File: src/kle_pkg.sv
package kle_pkg;

    localparam int LINE_DEPTH = 64;
    localparam int PTR_W      = $clog2(LINE_DEPTH);
    localparam int CAP_W      = 7;
    localparam int BYTE_W     = 8;

    localparam int CMDQ_DEPTH = 4;
    localparam int CMDQ_PTR_W = $clog2(CMDQ_DEPTH);
    localparam int OUTQ_DEPTH = 2;
    localparam int OUTQ_PTR_W = $clog2(OUTQ_DEPTH);

    localparam logic [BYTE_W-1:0] KEY_ENTER  = 8'd13;
    localparam logic [BYTE_W-1:0] KEY_BACK   = 8'd8;
    localparam logic [BYTE_W-1:0] KEY_PREFIX = 8'd224;
    localparam logic [BYTE_W-1:0] EXT_HOME   = 8'd71;
    localparam logic [BYTE_W-1:0] EXT_LEFT   = 8'd75;
    localparam logic [BYTE_W-1:0] EXT_RIGHT  = 8'd77;
    localparam logic [BYTE_W-1:0] EXT_END    = 8'd79;
    localparam logic [BYTE_W-1:0] EXT_DELETE = 8'd83;

    typedef enum logic [3:0] {
        OP_CHAR,
        OP_ENTER,
        OP_BACK,
        OP_PREFIX,
        OP_HOME,
        OP_LEFT,
        OP_RIGHT,
        OP_END,
        OP_DELETE,
        OP_NOP
    } op_t;

    typedef struct packed {
        op_t               op;
        logic [BYTE_W-1:0] data;
    } cmd_t;

    typedef struct packed {
        logic [BYTE_W-1:0] line_byte;
        logic              last_of_run;
        logic              line_done;
        logic              beep;
        logic [PTR_W-1:0]  cursor_pos;
        logic [PTR_W-1:0]  line_length;
    } result_t;

endpackage

File: src/kle_front.sv
module kle_front
    import kle_pkg::*;
(
    input  logic              clk,
    input  logic              rst_n,
    input  logic              push,
    output logic              full,
    input  logic [BYTE_W-1:0] key_code,
    input  logic              key_waiting,
    output logic              cmd_valid,
    output cmd_t              cmd,
    input  logic              cmd_pop
);

    cmd_t                  q_reg [CMDQ_DEPTH];
    logic [CMDQ_PTR_W-1:0] wr_ptr_reg, wr_ptr_next;
    logic [CMDQ_PTR_W-1:0] rd_ptr_reg, rd_ptr_next;
    logic [CMDQ_PTR_W:0]   count_reg, count_next;
    logic                  pend_reg, pend_next;
    logic                  accept;
    logic                  take;
    cmd_t                  cls;

    assign full      = (count_reg == (CMDQ_PTR_W+1)'(CMDQ_DEPTH));
    assign cmd_valid = (count_reg != '0);
    assign cmd       = q_reg[rd_ptr_reg];
    assign accept    = push && !full;
    assign take      = cmd_pop && cmd_valid;

    // an extended code only follows a prefix taken while a key was waiting
    always_comb
    begin
        cls.data  = key_code;
        cls.op    = OP_CHAR;
        pend_next = pend_reg;
        if (accept)
        begin
            if (pend_reg)
            begin
                pend_next = 1'b0;
                case (key_code)
                    EXT_HOME:   cls.op = OP_HOME;
                    EXT_LEFT:   cls.op = OP_LEFT;
                    EXT_RIGHT:  cls.op = OP_RIGHT;
                    EXT_END:    cls.op = OP_END;
                    EXT_DELETE: cls.op = OP_DELETE;
                    default:    cls.op = OP_NOP;
                endcase
            end
            else if (key_code == KEY_ENTER)
            begin
                cls.op = OP_ENTER;
            end
            else if (key_code == KEY_BACK)
            begin
                cls.op = OP_BACK;
            end
            else if (key_code == KEY_PREFIX && key_waiting)
            begin
                cls.op    = OP_PREFIX;
                pend_next = 1'b1;
            end
        end
    end

    always_comb
    begin
        wr_ptr_next = wr_ptr_reg;
        rd_ptr_next = rd_ptr_reg;
        count_next  = count_reg;
        if (accept)
        begin
            wr_ptr_next = wr_ptr_reg + 1'b1;
        end
        if (take)
        begin
            rd_ptr_next = rd_ptr_reg + 1'b1;
        end
        if (accept && !take)
        begin
            count_next = count_reg + 1'b1;
        end
        else if (take && !accept)
        begin
            count_next = count_reg - 1'b1;
        end
    end

    always_ff @(posedge clk or negedge rst_n)
    begin
        if (!rst_n)
        begin
            wr_ptr_reg <= '0;
            rd_ptr_reg <= '0;
            count_reg  <= '0;
            pend_reg   <= 1'b0;
        end
        else
        begin
            wr_ptr_reg <= wr_ptr_next;
            rd_ptr_reg <= rd_ptr_next;
            count_reg  <= count_next;
            pend_reg   <= pend_next;
        end
    end

    always_ff @(posedge clk)
    begin
        if (accept)
        begin
            q_reg[wr_ptr_reg] <= cls;
        end
    end

endmodule

File: src/kle_back.sv
module kle_back
    import kle_pkg::*;
(
    input  logic             clk,
    input  logic             rst_n,
    input  logic [CAP_W-1:0] capacity,
    input  logic             cmd_valid,
    input  cmd_t             cmd,
    output logic             cmd_pop,
    input  logic             out_full,
    output logic             res_push,
    output result_t          res
);

    typedef enum logic [4:0] {
        ST_IDLE   = 5'b00001,
        ST_SHIFT  = 5'b00010,
        ST_STATUS = 5'b00100,
        ST_EMIT   = 5'b01000,
        ST_TERM   = 5'b10000
    } state_t;

    state_t            state_reg, state_next;
    logic [PTR_W-1:0]  cursor_reg, cursor_next;
    logic [PTR_W-1:0]  length_reg, length_next;
    logic [PTR_W-1:0]  sh_idx_reg, sh_idx_next;
    logic [PTR_W-1:0]  em_idx_reg, em_idx_next;
    logic [PTR_W-1:0]  em_len_reg, em_len_next;

    logic [BYTE_W-1:0] mem [LINE_DEPTH];
    logic [BYTE_W-1:0] rd_data_reg;
    logic              rd_en;
    logic [PTR_W-1:0]  rd_addr;
    logic              wr_en;
    logic [PTR_W-1:0]  wr_addr;
    logic [BYTE_W-1:0] wr_data;

    logic [CAP_W-1:0]  cap_m1;
    logic [CAP_W-1:0]  limit;
    logic              do_remove;
    logic [PTR_W-1:0]  rm_pos;
    logic              status_push;
    logic              status_beep;
    logic [PTR_W:0]    sh_ahead;
    logic [PTR_W:0]    em_ahead;

    // storable characters: capacity minus one, clamped to the store
    always_comb
    begin
        cap_m1 = capacity - 1'b1;
        if (capacity == '0)
        begin
            limit = '0;
        end
        else if (cap_m1 > CAP_W'(LINE_DEPTH - 1))
        begin
            limit = CAP_W'(LINE_DEPTH - 1);
        end
        else
        begin
            limit = cap_m1;
        end
    end

    assign sh_ahead = {1'b0, sh_idx_reg} + (PTR_W+1)'(2);
    assign em_ahead = {1'b0, em_idx_reg} + 1'b1;

    always_comb
    begin
        state_next  = state_reg;
        cursor_next = cursor_reg;
        length_next = length_reg;
        sh_idx_next = sh_idx_reg;
        em_idx_next = em_idx_reg;
        em_len_next = em_len_reg;
        cmd_pop     = 1'b0;
        res_push    = 1'b0;
        res         = '0;
        rd_en       = 1'b0;
        rd_addr     = '0;
        wr_en       = 1'b0;
        wr_addr     = '0;
        wr_data     = '0;
        do_remove   = 1'b0;
        rm_pos      = '0;
        status_push = 1'b0;
        status_beep = 1'b0;

        case (state_reg)
            ST_IDLE:
            begin
                if (cmd_valid)
                begin
                    case (cmd.op)
                        OP_ENTER:
                        begin
                            cmd_pop     = 1'b1;
                            em_len_next = length_reg;
                            em_idx_next = '0;
                            cursor_next = '0;
                            length_next = '0;
                            if (length_reg == '0)
                            begin
                                state_next = ST_TERM;
                            end
                            else
                            begin
                                rd_en      = 1'b1;
                                rd_addr    = '0;
                                state_next = ST_EMIT;
                            end
                        end
                        OP_BACK:
                        begin
                            if (cursor_reg == '0)
                            begin
                                if (!out_full)
                                begin
                                    cmd_pop     = 1'b1;
                                    status_push = 1'b1;
                                    status_beep = 1'b1;
                                end
                            end
                            else
                            begin
                                cmd_pop     = 1'b1;
                                cursor_next = cursor_reg - 1'b1;
                                rm_pos      = cursor_reg - 1'b1;
                                do_remove   = 1'b1;
                            end
                        end
                        OP_DELETE:
                        begin
                            if (cursor_reg >= length_reg)
                            begin
                                if (!out_full)
                                begin
                                    cmd_pop     = 1'b1;
                                    status_push = 1'b1;
                                    status_beep = 1'b1;
                                end
                            end
                            else
                            begin
                                cmd_pop   = 1'b1;
                                rm_pos    = cursor_reg;
                                do_remove = 1'b1;
                            end
                        end
                        default:
                        begin
                            if (!out_full)
                            begin
                                cmd_pop     = 1'b1;
                                status_push = 1'b1;
                                case (cmd.op)
                                    OP_CHAR:
                                    begin
                                        if (CAP_W'(cursor_reg) < limit)
                                        begin
                                            wr_en       = 1'b1;
                                            wr_addr     = cursor_reg;
                                            wr_data     = cmd.data;
                                            cursor_next = cursor_reg + 1'b1;
                                            if (cursor_reg >= length_reg)
                                            begin
                                                length_next = cursor_reg + 1'b1;
                                            end
                                        end
                                        else
                                        begin
                                            status_beep = 1'b1;
                                        end
                                    end
                                    OP_HOME:
                                    begin
                                        cursor_next = '0;
                                    end
                                    OP_LEFT:
                                    begin
                                        if (cursor_reg == '0)
                                        begin
                                            status_beep = 1'b1;
                                        end
                                        else
                                        begin
                                            cursor_next = cursor_reg - 1'b1;
                                        end
                                    end
                                    OP_RIGHT:
                                    begin
                                        if (cursor_reg >= length_reg)
                                        begin
                                            status_beep = 1'b1;
                                        end
                                        else
                                        begin
                                            cursor_next = cursor_reg + 1'b1;
                                        end
                                    end
                                    OP_END:
                                    begin
                                        cursor_next = length_reg;
                                    end
                                    default:
                                    begin
                                        cursor_next = cursor_reg;
                                    end
                                endcase
                            end
                        end
                    endcase
                end
            end
            ST_SHIFT:
            begin
                // data read last cycle moves down one place
                wr_en   = 1'b1;
                wr_addr = sh_idx_reg;
                wr_data = rd_data_reg;
                if (sh_ahead < {1'b0, length_reg})
                begin
                    rd_en       = 1'b1;
                    rd_addr     = sh_ahead[PTR_W-1:0];
                    sh_idx_next = sh_idx_reg + 1'b1;
                end
                else
                begin
                    length_next = length_reg - 1'b1;
                    state_next  = ST_STATUS;
                end
            end
            ST_STATUS:
            begin
                if (!out_full)
                begin
                    status_push = 1'b1;
                    state_next  = ST_IDLE;
                end
            end
            ST_EMIT:
            begin
                if (!out_full)
                begin
                    res_push      = 1'b1;
                    res.line_byte = rd_data_reg;
                    res.line_done = 1'b1;
                    if (em_ahead < {1'b0, em_len_reg})
                    begin
                        rd_en       = 1'b1;
                        rd_addr     = em_ahead[PTR_W-1:0];
                        em_idx_next = em_idx_reg + 1'b1;
                    end
                    else
                    begin
                        state_next = ST_TERM;
                    end
                end
            end
            ST_TERM:
            begin
                if (!out_full)
                begin
                    res_push        = 1'b1;
                    res.line_done   = 1'b1;
                    res.last_of_run = 1'b1;
                    state_next      = ST_IDLE;
                end
            end
            default:
            begin
                state_next = ST_IDLE;
            end
        endcase

        // removal: nothing to move when the gap is the last byte
        if (do_remove)
        begin
            if ({1'b0, rm_pos} + 1'b1 >= {1'b0, length_reg})
            begin
                length_next = length_reg - 1'b1;
                state_next  = ST_STATUS;
            end
            else
            begin
                rd_en       = 1'b1;
                rd_addr     = rm_pos + 1'b1;
                sh_idx_next = rm_pos;
                state_next  = ST_SHIFT;
            end
        end

        if (status_push)
        begin
            res_push        = 1'b1;
            res.line_byte   = '0;
            res.last_of_run = 1'b1;
            res.line_done   = 1'b0;
            res.beep        = status_beep;
            res.cursor_pos  = cursor_next;
            res.line_length = length_next;
        end
    end

    always_ff @(posedge clk or negedge rst_n)
    begin
        if (!rst_n)
        begin
            state_reg  <= ST_IDLE;
            cursor_reg <= '0;
            length_reg <= '0;
            sh_idx_reg <= '0;
            em_idx_reg <= '0;
            em_len_reg <= '0;
        end
        else
        begin
            state_reg  <= state_next;
            cursor_reg <= cursor_next;
            length_reg <= length_next;
            sh_idx_reg <= sh_idx_next;
            em_idx_reg <= em_idx_next;
            em_len_reg <= em_len_next;
        end
    end

    always_ff @(posedge clk)
    begin
        if (wr_en)
        begin
            mem[wr_addr] <= wr_data;
        end
        if (rd_en)
        begin
            rd_data_reg <= mem[rd_addr];
        end
    end

endmodule

File: src/kle_outq.sv
module kle_outq
    import kle_pkg::*;
(
    input  logic    clk,
    input  logic    rst_n,
    input  logic    res_push,
    input  result_t res,
    output logic    out_full,
    output logic    empty,
    input  logic    pop,
    output result_t head
);

    result_t               q_reg [OUTQ_DEPTH];
    logic [OUTQ_PTR_W-1:0] wr_ptr_reg, wr_ptr_next;
    logic [OUTQ_PTR_W-1:0] rd_ptr_reg, rd_ptr_next;
    logic [OUTQ_PTR_W:0]   count_reg, count_next;
    logic                  put;
    logic                  take;

    assign out_full = (count_reg == (OUTQ_PTR_W+1)'(OUTQ_DEPTH));
    assign empty    = (count_reg == '0);
    assign head     = q_reg[rd_ptr_reg];
    assign put      = res_push && !out_full;
    assign take     = pop && !empty;

    always_comb
    begin
        wr_ptr_next = wr_ptr_reg;
        rd_ptr_next = rd_ptr_reg;
        count_next  = count_reg;
        if (put)
        begin
            wr_ptr_next = wr_ptr_reg + 1'b1;
        end
        if (take)
        begin
            rd_ptr_next = rd_ptr_reg + 1'b1;
        end
        if (put && !take)
        begin
            count_next = count_reg + 1'b1;
        end
        else if (take && !put)
        begin
            count_next = count_reg - 1'b1;
        end
    end

    always_ff @(posedge clk or negedge rst_n)
    begin
        if (!rst_n)
        begin
            wr_ptr_reg <= '0;
            rd_ptr_reg <= '0;
            count_reg  <= '0;
        end
        else
        begin
            wr_ptr_reg <= wr_ptr_next;
            rd_ptr_reg <= rd_ptr_next;
            count_reg  <= count_next;
        end
    end

    always_ff @(posedge clk)
    begin
        if (put)
        begin
            q_reg[wr_ptr_reg] <= res;
        end
    end

endmodule

File: src/keystroke_line_editor_unit.sv
// a key request is held in the command queue; its status result passes through the result queue
// throughput, while the result queue has room: one editing key per cycle, and for enter length
// plus one results, one per cycle; a removal by backspace or delete shifts later bytes down first
// rate is bounded by the single read port of the line store and by room in the result queue
// reset: rst_n clears cursor, length, prefix state and both queues; capacity returns to 64
// the line store itself is not cleared; only bytes below the length are ever read
module keystroke_line_editor_unit
    import kle_pkg::*;
(
    input  logic               clk,
    input  logic               rst_n,
    input  logic               push,
    output logic               full,
    input  logic [BYTE_W-1:0]  key_code,
    input  logic               key_waiting,
    output logic               empty,
    input  logic               pop,
    output logic [BYTE_W-1:0]  line_byte,
    output logic               last_of_run,
    output logic               line_done,
    output logic               beep,
    output logic [PTR_W-1:0]   cursor_pos,
    output logic [PTR_W-1:0]   line_length,
    input  logic               cfg_valid,
    output logic               cfg_ready,
    input  logic [CAP_W-1:0]   cfg_data
);

    logic [CAP_W-1:0] capacity_reg, capacity_next;
    logic             cmd_valid;
    cmd_t             cmd;
    logic             cmd_pop;
    logic             out_full;
    logic             res_push;
    result_t          res;
    result_t          head;

    assign cfg_ready = 1'b1;

    always_comb
    begin
        capacity_next = capacity_reg;
        if (cfg_valid && cfg_ready)
        begin
            capacity_next = cfg_data;
        end
    end

    always_ff @(posedge clk or negedge rst_n)
    begin
        if (!rst_n)
        begin
            capacity_reg <= CAP_W'(LINE_DEPTH);
        end
        else
        begin
            capacity_reg <= capacity_next;
        end
    end

    kle_front u_front (
        .clk         (clk),
        .rst_n       (rst_n),
        .push        (push),
        .full        (full),
        .key_code    (key_code),
        .key_waiting (key_waiting),
        .cmd_valid   (cmd_valid),
        .cmd         (cmd),
        .cmd_pop     (cmd_pop)
    );

    kle_back u_back (
        .clk       (clk),
        .rst_n     (rst_n),
        .capacity  (capacity_reg),
        .cmd_valid (cmd_valid),
        .cmd       (cmd),
        .cmd_pop   (cmd_pop),
        .out_full  (out_full),
        .res_push  (res_push),
        .res       (res)
    );

    kle_outq u_outq (
        .clk      (clk),
        .rst_n    (rst_n),
        .res_push (res_push),
        .res      (res),
        .out_full (out_full),
        .empty    (empty),
        .pop      (pop),
        .head     (head)
    );

    assign line_byte   = head.line_byte;
    assign last_of_run = head.last_of_run;
    assign line_done   = head.line_done;
    assign beep        = head.beep;
    assign cursor_pos  = head.cursor_pos;
    assign line_length = head.line_length;

endmodule

File: config.mk
export PLATFORM = sky130hd
export DESIGN_NAME = keystroke_line_editor_unit
export DESIGN_NICKNAME = d
export VERILOG_FILES = /design/src/kle_pkg.sv /design/src/kle_front.sv /design/src/kle_back.sv /design/src/kle_outq.sv /design/src/keystroke_line_editor_unit.sv
export SDC_FILE = /design/constraint.sdc
export NUM_CORES = 1
export LEC_CHECK = 0
export ABC_AREA = 1
export BUFFER_PORTS_ARGS = -buffer_cell sky130_fd_sc_hd__buf_2
export CAP_MARGIN = 25
export CORE_MARGIN = 2
export CORE_UTILIZATION = 45
export DETAILED_ROUTE_END_ITERATION = 16
export REMOVE_ABC_BUFFERS = 1
export SYNTH_ARGS = -nofsm -noshare
export SYNTH_HDL_FRONTEND = slang
export SYNTH_SLANG_ARGS = --single-unit
File: constraint.sdc
create_clock -name clk -period 7.65 [get_ports clk]
set_clock_uncertainty 0.05 [all_clocks]
set_input_delay 0.3825 -clock clk [delete_from_list [all_inputs] [get_ports clk]]
set_output_delay 0.3825 -clock clk [all_outputs]
set_load 0.005 [all_outputs]
==> flow_summary.html <==
<table>
<tr><th>Metric</th><th>Value</th></tr>
<tr><th colspan="2">Status</th></tr>
<tr><td>Result of the run</td><td>finished, final reports clean</td></tr>
<tr><th colspan="2">Global routing</th></tr>
<tr><td>Global-route wire length before repair</td><td>137000 µm</td></tr>
<tr><td>Initial antenna violation count</td><td>0</td></tr>
<tr><td>Total global routing track utilization</td><td>24.4%</td></tr>
<tr><td>GR met2 Demand/Resource</td><td>39.9%</td></tr>
<tr><td>Total congestion overflow after global routing</td><td>0</td></tr>
<tr><td>Met1 Usage GRT</td><td>32.7%</td></tr>
<tr><td>Met3 usage</td><td>between 3 and 4%</td></tr>
<tr><td>Via count of the first global-routing pass</td><td>22.8k</td></tr>
<tr><td>Routing layer with the top usage in global route</td><td>met2</td></tr>
<tr><td>Pin count of the biggest net entering global routing</td><td>126</td></tr>
<tr><th colspan="2">Finish</th></tr>
<tr><td>Final non-filler cell area</td><td>35700 µm²</td></tr>
<tr><td>Layout fillers</td><td>~6.2k</td></tr>
<tr><td>P&amp;R area growth vs syn</td><td>11.4%</td></tr>
<tr><td>Number of antenna diodes</td><td>0</td></tr>
<tr><td>Number of nets in the finished design</td><td>3242</td></tr>
<tr><td>Largest register FFs</td><td>512</td></tr>
<tr><td>Multi-input gate area</td><td>9900 µm²</td></tr>
<tr><td>FF+latch area</td><td>19800 µm²</td></tr>
<tr><td>Layout cell share with drive strength beyond 1</td><td>8.73%</td></tr>
<tr><td>Final cell count without fillers</td><td>4169</td></tr>
<tr><th colspan="2">Clock tree</th></tr>
<tr><td>CTS Buf Count</td><td>74</td></tr>
<tr><td>Cell chosen for the clock root</td><td>clkbuf_16</td></tr>
<tr><td>CTS tree</td><td>yes</td></tr>
<tr><td>Number of gates resized after cts</td><td>0</td></tr>
<tr><td>H-tree Lvls</td><td>3</td></tr>
<tr><td>Number of buffers on the longest clock path</td><td>3</td></tr>
<tr><td>Clock latency at the later pin of the worst-skew pair</td><td>630 ps</td></tr>
<tr><td>Clock-pin slew reported for the worst setup and hold paths after clock tree synthesis</td><td>70 ps</td></tr>
<tr><td>Clock Sinks</td><td>about 670</td></tr>
<tr><th colspan="2">Synthesis</th></tr>
<tr><td>Async SR Flop Fraction</td><td>slightly above 8%</td></tr>
<tr><td>Number of enable-type register cells in the synthesized netlist</td><td>614</td></tr>
<tr><td>Top cell type by total area after synthesis</td><td>edfxtp_1</td></tr>
<tr><td>Post-synth design cell area</td><td>32000 µm²</td></tr>
<tr><td>Seq/Total Area, Yosys</td><td>between 60 and 70%</td></tr>
<tr><td>Top area cells in the synthesized netlist</td><td>edfxtp_1 (58%), nand3_1 (9.9%), nand2_1 (7.2%)</td></tr>
<tr><td>Area share of the largest cell type after synthesis</td><td>57.6%</td></tr>
<tr><td>Mean cell area of the mapped netlist</td><td>10.2 µm²</td></tr>
<tr><td>Count of different cell masters after synthesis</td><td>just under 60</td></tr>
<tr><td>Number of register bits inferred by synthesis</td><td>668</td></tr>
<tr><td>Synth Instances</td><td>3140</td></tr>
<tr><td>Syn. warnings</td><td>0</td></tr>
<tr><td>Main synth FF type</td><td>edfxtp_1</td></tr>
<tr><th colspan="2">Setup path</th></tr>
<tr><td>Required time of the critical path</td><td>7970 ps</td></tr>
<tr><td>Cell seen most often among critical-path stages</td><td>nand2_1</td></tr>
<tr><td>Depth of the most critical reg-to-reg path</td><td>33</td></tr>
<tr><td>Count of buffer and inverter cells on the critical path</td><td>7</td></tr>
<tr><td>Launch point of the critical path</td><td>u_back.cursor_reg[0]</td></tr>
<tr><td>Reg-to-reg endpoint</td><td>u_back.rd_data_reg[3]</td></tr>
<tr><td>Cell count along the critical path</td><td>33</td></tr>
<tr><td>R2r startpoint</td><td>u_back.cursor_reg[0]</td></tr>
<tr><td>Start-to-end type of the worst setup path</td><td>reg2reg</td></tr>
<tr><td>Worst setup endpoint</td><td>u_back.rd_data_reg[3]</td></tr>
<tr><td>Critical path's largest stage delay</td><td>680 ps</td></tr>
<tr><td>CP Capture Type</td><td>flip-flop</td></tr>
<tr><td>Arrival time reported for the critical path endpoint</td><td>6960 ps</td></tr>
<tr><td>Crit-path max FO</td><td>64</td></tr>
<tr><td>Register-to-register setup slack</td><td>between 1000 and 1500 ps</td></tr>
<tr><td>Crit start category</td><td>flip-flop</td></tr>
<tr><td>Cell with the largest stage delay on the worst path</td><td>buf_4</td></tr>
<tr><td>Crit-path leading delay family</td><td>simple AND/OR/NAND/NOR gates</td></tr>
<tr><th colspan="2">Drt</th></tr>
<tr><td>Post-DR wirelength/cell</td><td>21.5 µm</td></tr>
<tr><td>Via density per instance</td><td>5.56</td></tr>
<tr><td>Detailed-route DRC error count</td><td>0</td></tr>
<tr><td>Starting DRC count in detailed routing</td><td>2370</td></tr>
<tr><td>Final Routed Wirelength</td><td>89400 µm</td></tr>
<tr><td>Number of detailed-routing iterations run before antenna repair</td><td>6</td></tr>
<tr><td>ANT nets after route</td><td>0</td></tr>
<tr><td>Via count of the routed design</td><td>23.2k</td></tr>
<tr><th colspan="2">STA</th></tr>
<tr><td>Final Setup Violations</td><td>0</td></tr>
<tr><td>Maximum clock rate</td><td>0.151 GHz</td></tr>
<tr><td>Setup repair after global routing missed its margin</td><td>no</td></tr>
<tr><td>Number of hold violations in the final report</td><td>0</td></tr>
<tr><td>Final critical path time including I/O delays and setup</td><td>approximately 6600 ps</td></tr>
<tr><td>Max_slew headroom</td><td>19.3%</td></tr>
<tr><td>Pins Over Slew Limit</td><td>0</td></tr>
<tr><td>Final-layout worst hold slack</td><td>40.9 ps</td></tr>
<tr><td>Part of the cycle the worst path needs</td><td>86.8%</td></tr>
<tr><td>Measured slew at the worst slew-check pin</td><td>1210 ps</td></tr>
<tr><th colspan="2">Die</th></tr>
<tr><td>Initial Utilization</td><td>45.5%</td></tr>
<tr><td>Cell Rows</td><td>97</td></tr>
<tr><td>Floorplan die height</td><td>271 µm</td></tr>
<tr><td>Placeable core area</td><td>70300 µm²</td></tr>
<tr><td>Total Die Area</td><td>73300 µm²</td></tr>
<tr><td>Boundary pin count</td><td>47</td></tr>
<tr><td>Horizontal die dimension</td><td>271 µm</td></tr>
<tr><th colspan="2">Placed design</th></tr>
<tr><td>Post-placement cell area</td><td>~33000 µm²</td></tr>
<tr><td>HPWL reported at the end of detailed placement</td><td>55300 µm</td></tr>
<tr><td>Inst Count DP</td><td>4020</td></tr>
<tr><td>Number of I/O port buffers</td><td>45</td></tr>
<tr><td>Global placer's final weighted congestion</td><td>0.929</td></tr>
<tr><th colspan="2">Pwr</th></tr>
<tr><td>Combinational power share</td><td>34.1%</td></tr>
<tr><td>Switching Power</td><td>4.74 mW</td></tr>
<tr><td>Clock Power Share</td><td>28.6%</td></tr>
<tr><td>Switching share of power</td><td>38.1%</td></tr>
<tr><td>Cell-internal power</td><td>7.69 mW</td></tr>
<tr><td>Power density over the cells</td><td>348 nW/µm²</td></tr>
<tr><td>Sequential fraction of design power</td><td>37.4%</td></tr>
<tr><td>Worst IR Drop VDD</td><td>0.324 mV</td></tr>
<tr><td>Leak pwr</td><td>~14 nW</td></tr>
<tr><th colspan="2">Hold path</th></tr>
<tr><td>Classification of the worst-slack hold path</td><td>in2reg</td></tr>
<tr><th colspan="2">Flow run</th></tr>
<tr><td>Maximum capacitance violations</td><td>0</td></tr>
</table>
==> cells in the mapped netlist, drive strengths merged (3+ instances only) <==
cell and count:
o22ai 17, nand3b 149, or2 5, nand3 634, nor2 176, nand2 625
inv 390, clkbuf 44, o21ai 112, ha 48, nor3 16, xor2 30
a31oi 8, nor4 3, o211ai 3, a21oi 50, edfxtp 614, xnor2 4
buf 119, a221oi 3, dfrtp 52, nand4 16
==> layout by cell type, fill, tap and decap left out, types with 51 or more instances in the layout <==
cell type / n
nand3_1: 633
nand2_1: 616
edfxtp_1: 614
inv_1: 378
nor2_1: 164
nand3b_1: 149
o21ai_0: 100
clkbuf_16: 74
dfrtp_1: 52
buf_4: 51
==> power by group through the flow <==
stage | clock network (mW) | registers, mW | logic (mW)
2_1_floorplan | 0 | 4.69 | 2.65
3_3_place_gp | 0 | 4.71 | 4.14
3_5_place_dp | 0 | 4.72 | 4.18
4_1_cts | 3.61 | 4.64 | 4.21
5_1_grt | 3.75 | 4.67 | 4.69
6_report | 3.55 | 4.64 | 4.24
==> per-stage QoR <==
step | utilization [%] | TNS (ps) | setup WS, ps | total power [mW]
2_1_floorplan | - | -7000 | -888 | 7.34
3_3_place_gp | 47.0 | 0 | 1240 | 8.84
3_5_place_dp | 47.1 | 0 | 1190 | 8.90
4_1_cts | 50.7 | 0 | 1140 | 12.5
5_1_grt | 50.8 | 0 | 551 | 13.1
6_report | 50.8 | 0 | 1010 | 12.4
==> routing by layer <==
metal / up-vias / wire length [µm]
met2: 861 / 42500
met4: 0 / 3100
met3: 160 / 5840
met1: 11400 / 38000
li1: 10800 / -
met5: - / 0
==> layout make-up <==
class	instances	area share (%)
Sequential cell	668	55.5
Multi-Input combinational cell	1918	27.8
Clock buffer	87	5.41
Inverter	391	4.15
Tap cell	940	3.30
Timing Repair Buffer	119	2.51
Clock inverter	46	1.37
==> how the worst min path moves through the flow <==
stage | startpoint | to | depth (start not counted)
finish | key_code[3] | u_front.q_reg[3][3] | 1
CTS | key_code[3] | u_front.q_reg[3][3] | 1
detailed placement | u_back.em_len_reg[4] | u_back.em_len_reg[4] | 2
global placement | u_back.em_len_reg[4] | u_back.em_len_reg[4] | 2
floorplan | rst_n | capacity_reg[0] | 0
global route | key_code[3] | u_front.q_reg[3][3] | 1
==> kinds of logic (layout without fill, tap and decap cells) <==
family                     after synthesis  count (layout)  synth area share [%]
buffers and inverters                  554             643                  7.59
DFF                                    668             668                  61.8
and+or+nand+nor                       1628            1628                  24.0
muxes                                    1               1                0.0352
xor gates and xnor gates                34              34                 0.930
other                                    1               1                0.0117
AOI/OAI and AO/OA                      205             205                  3.65
adders and majority gates               49              49                  1.94
==> what timing repair did <==
action / CTS / global route
hold buffers: 15 / 0
buffers inserted: 0 / 0
endpoints found under the hold margin: 87 / 0
No activity file was read; power rests on OpenSTA's default activity.
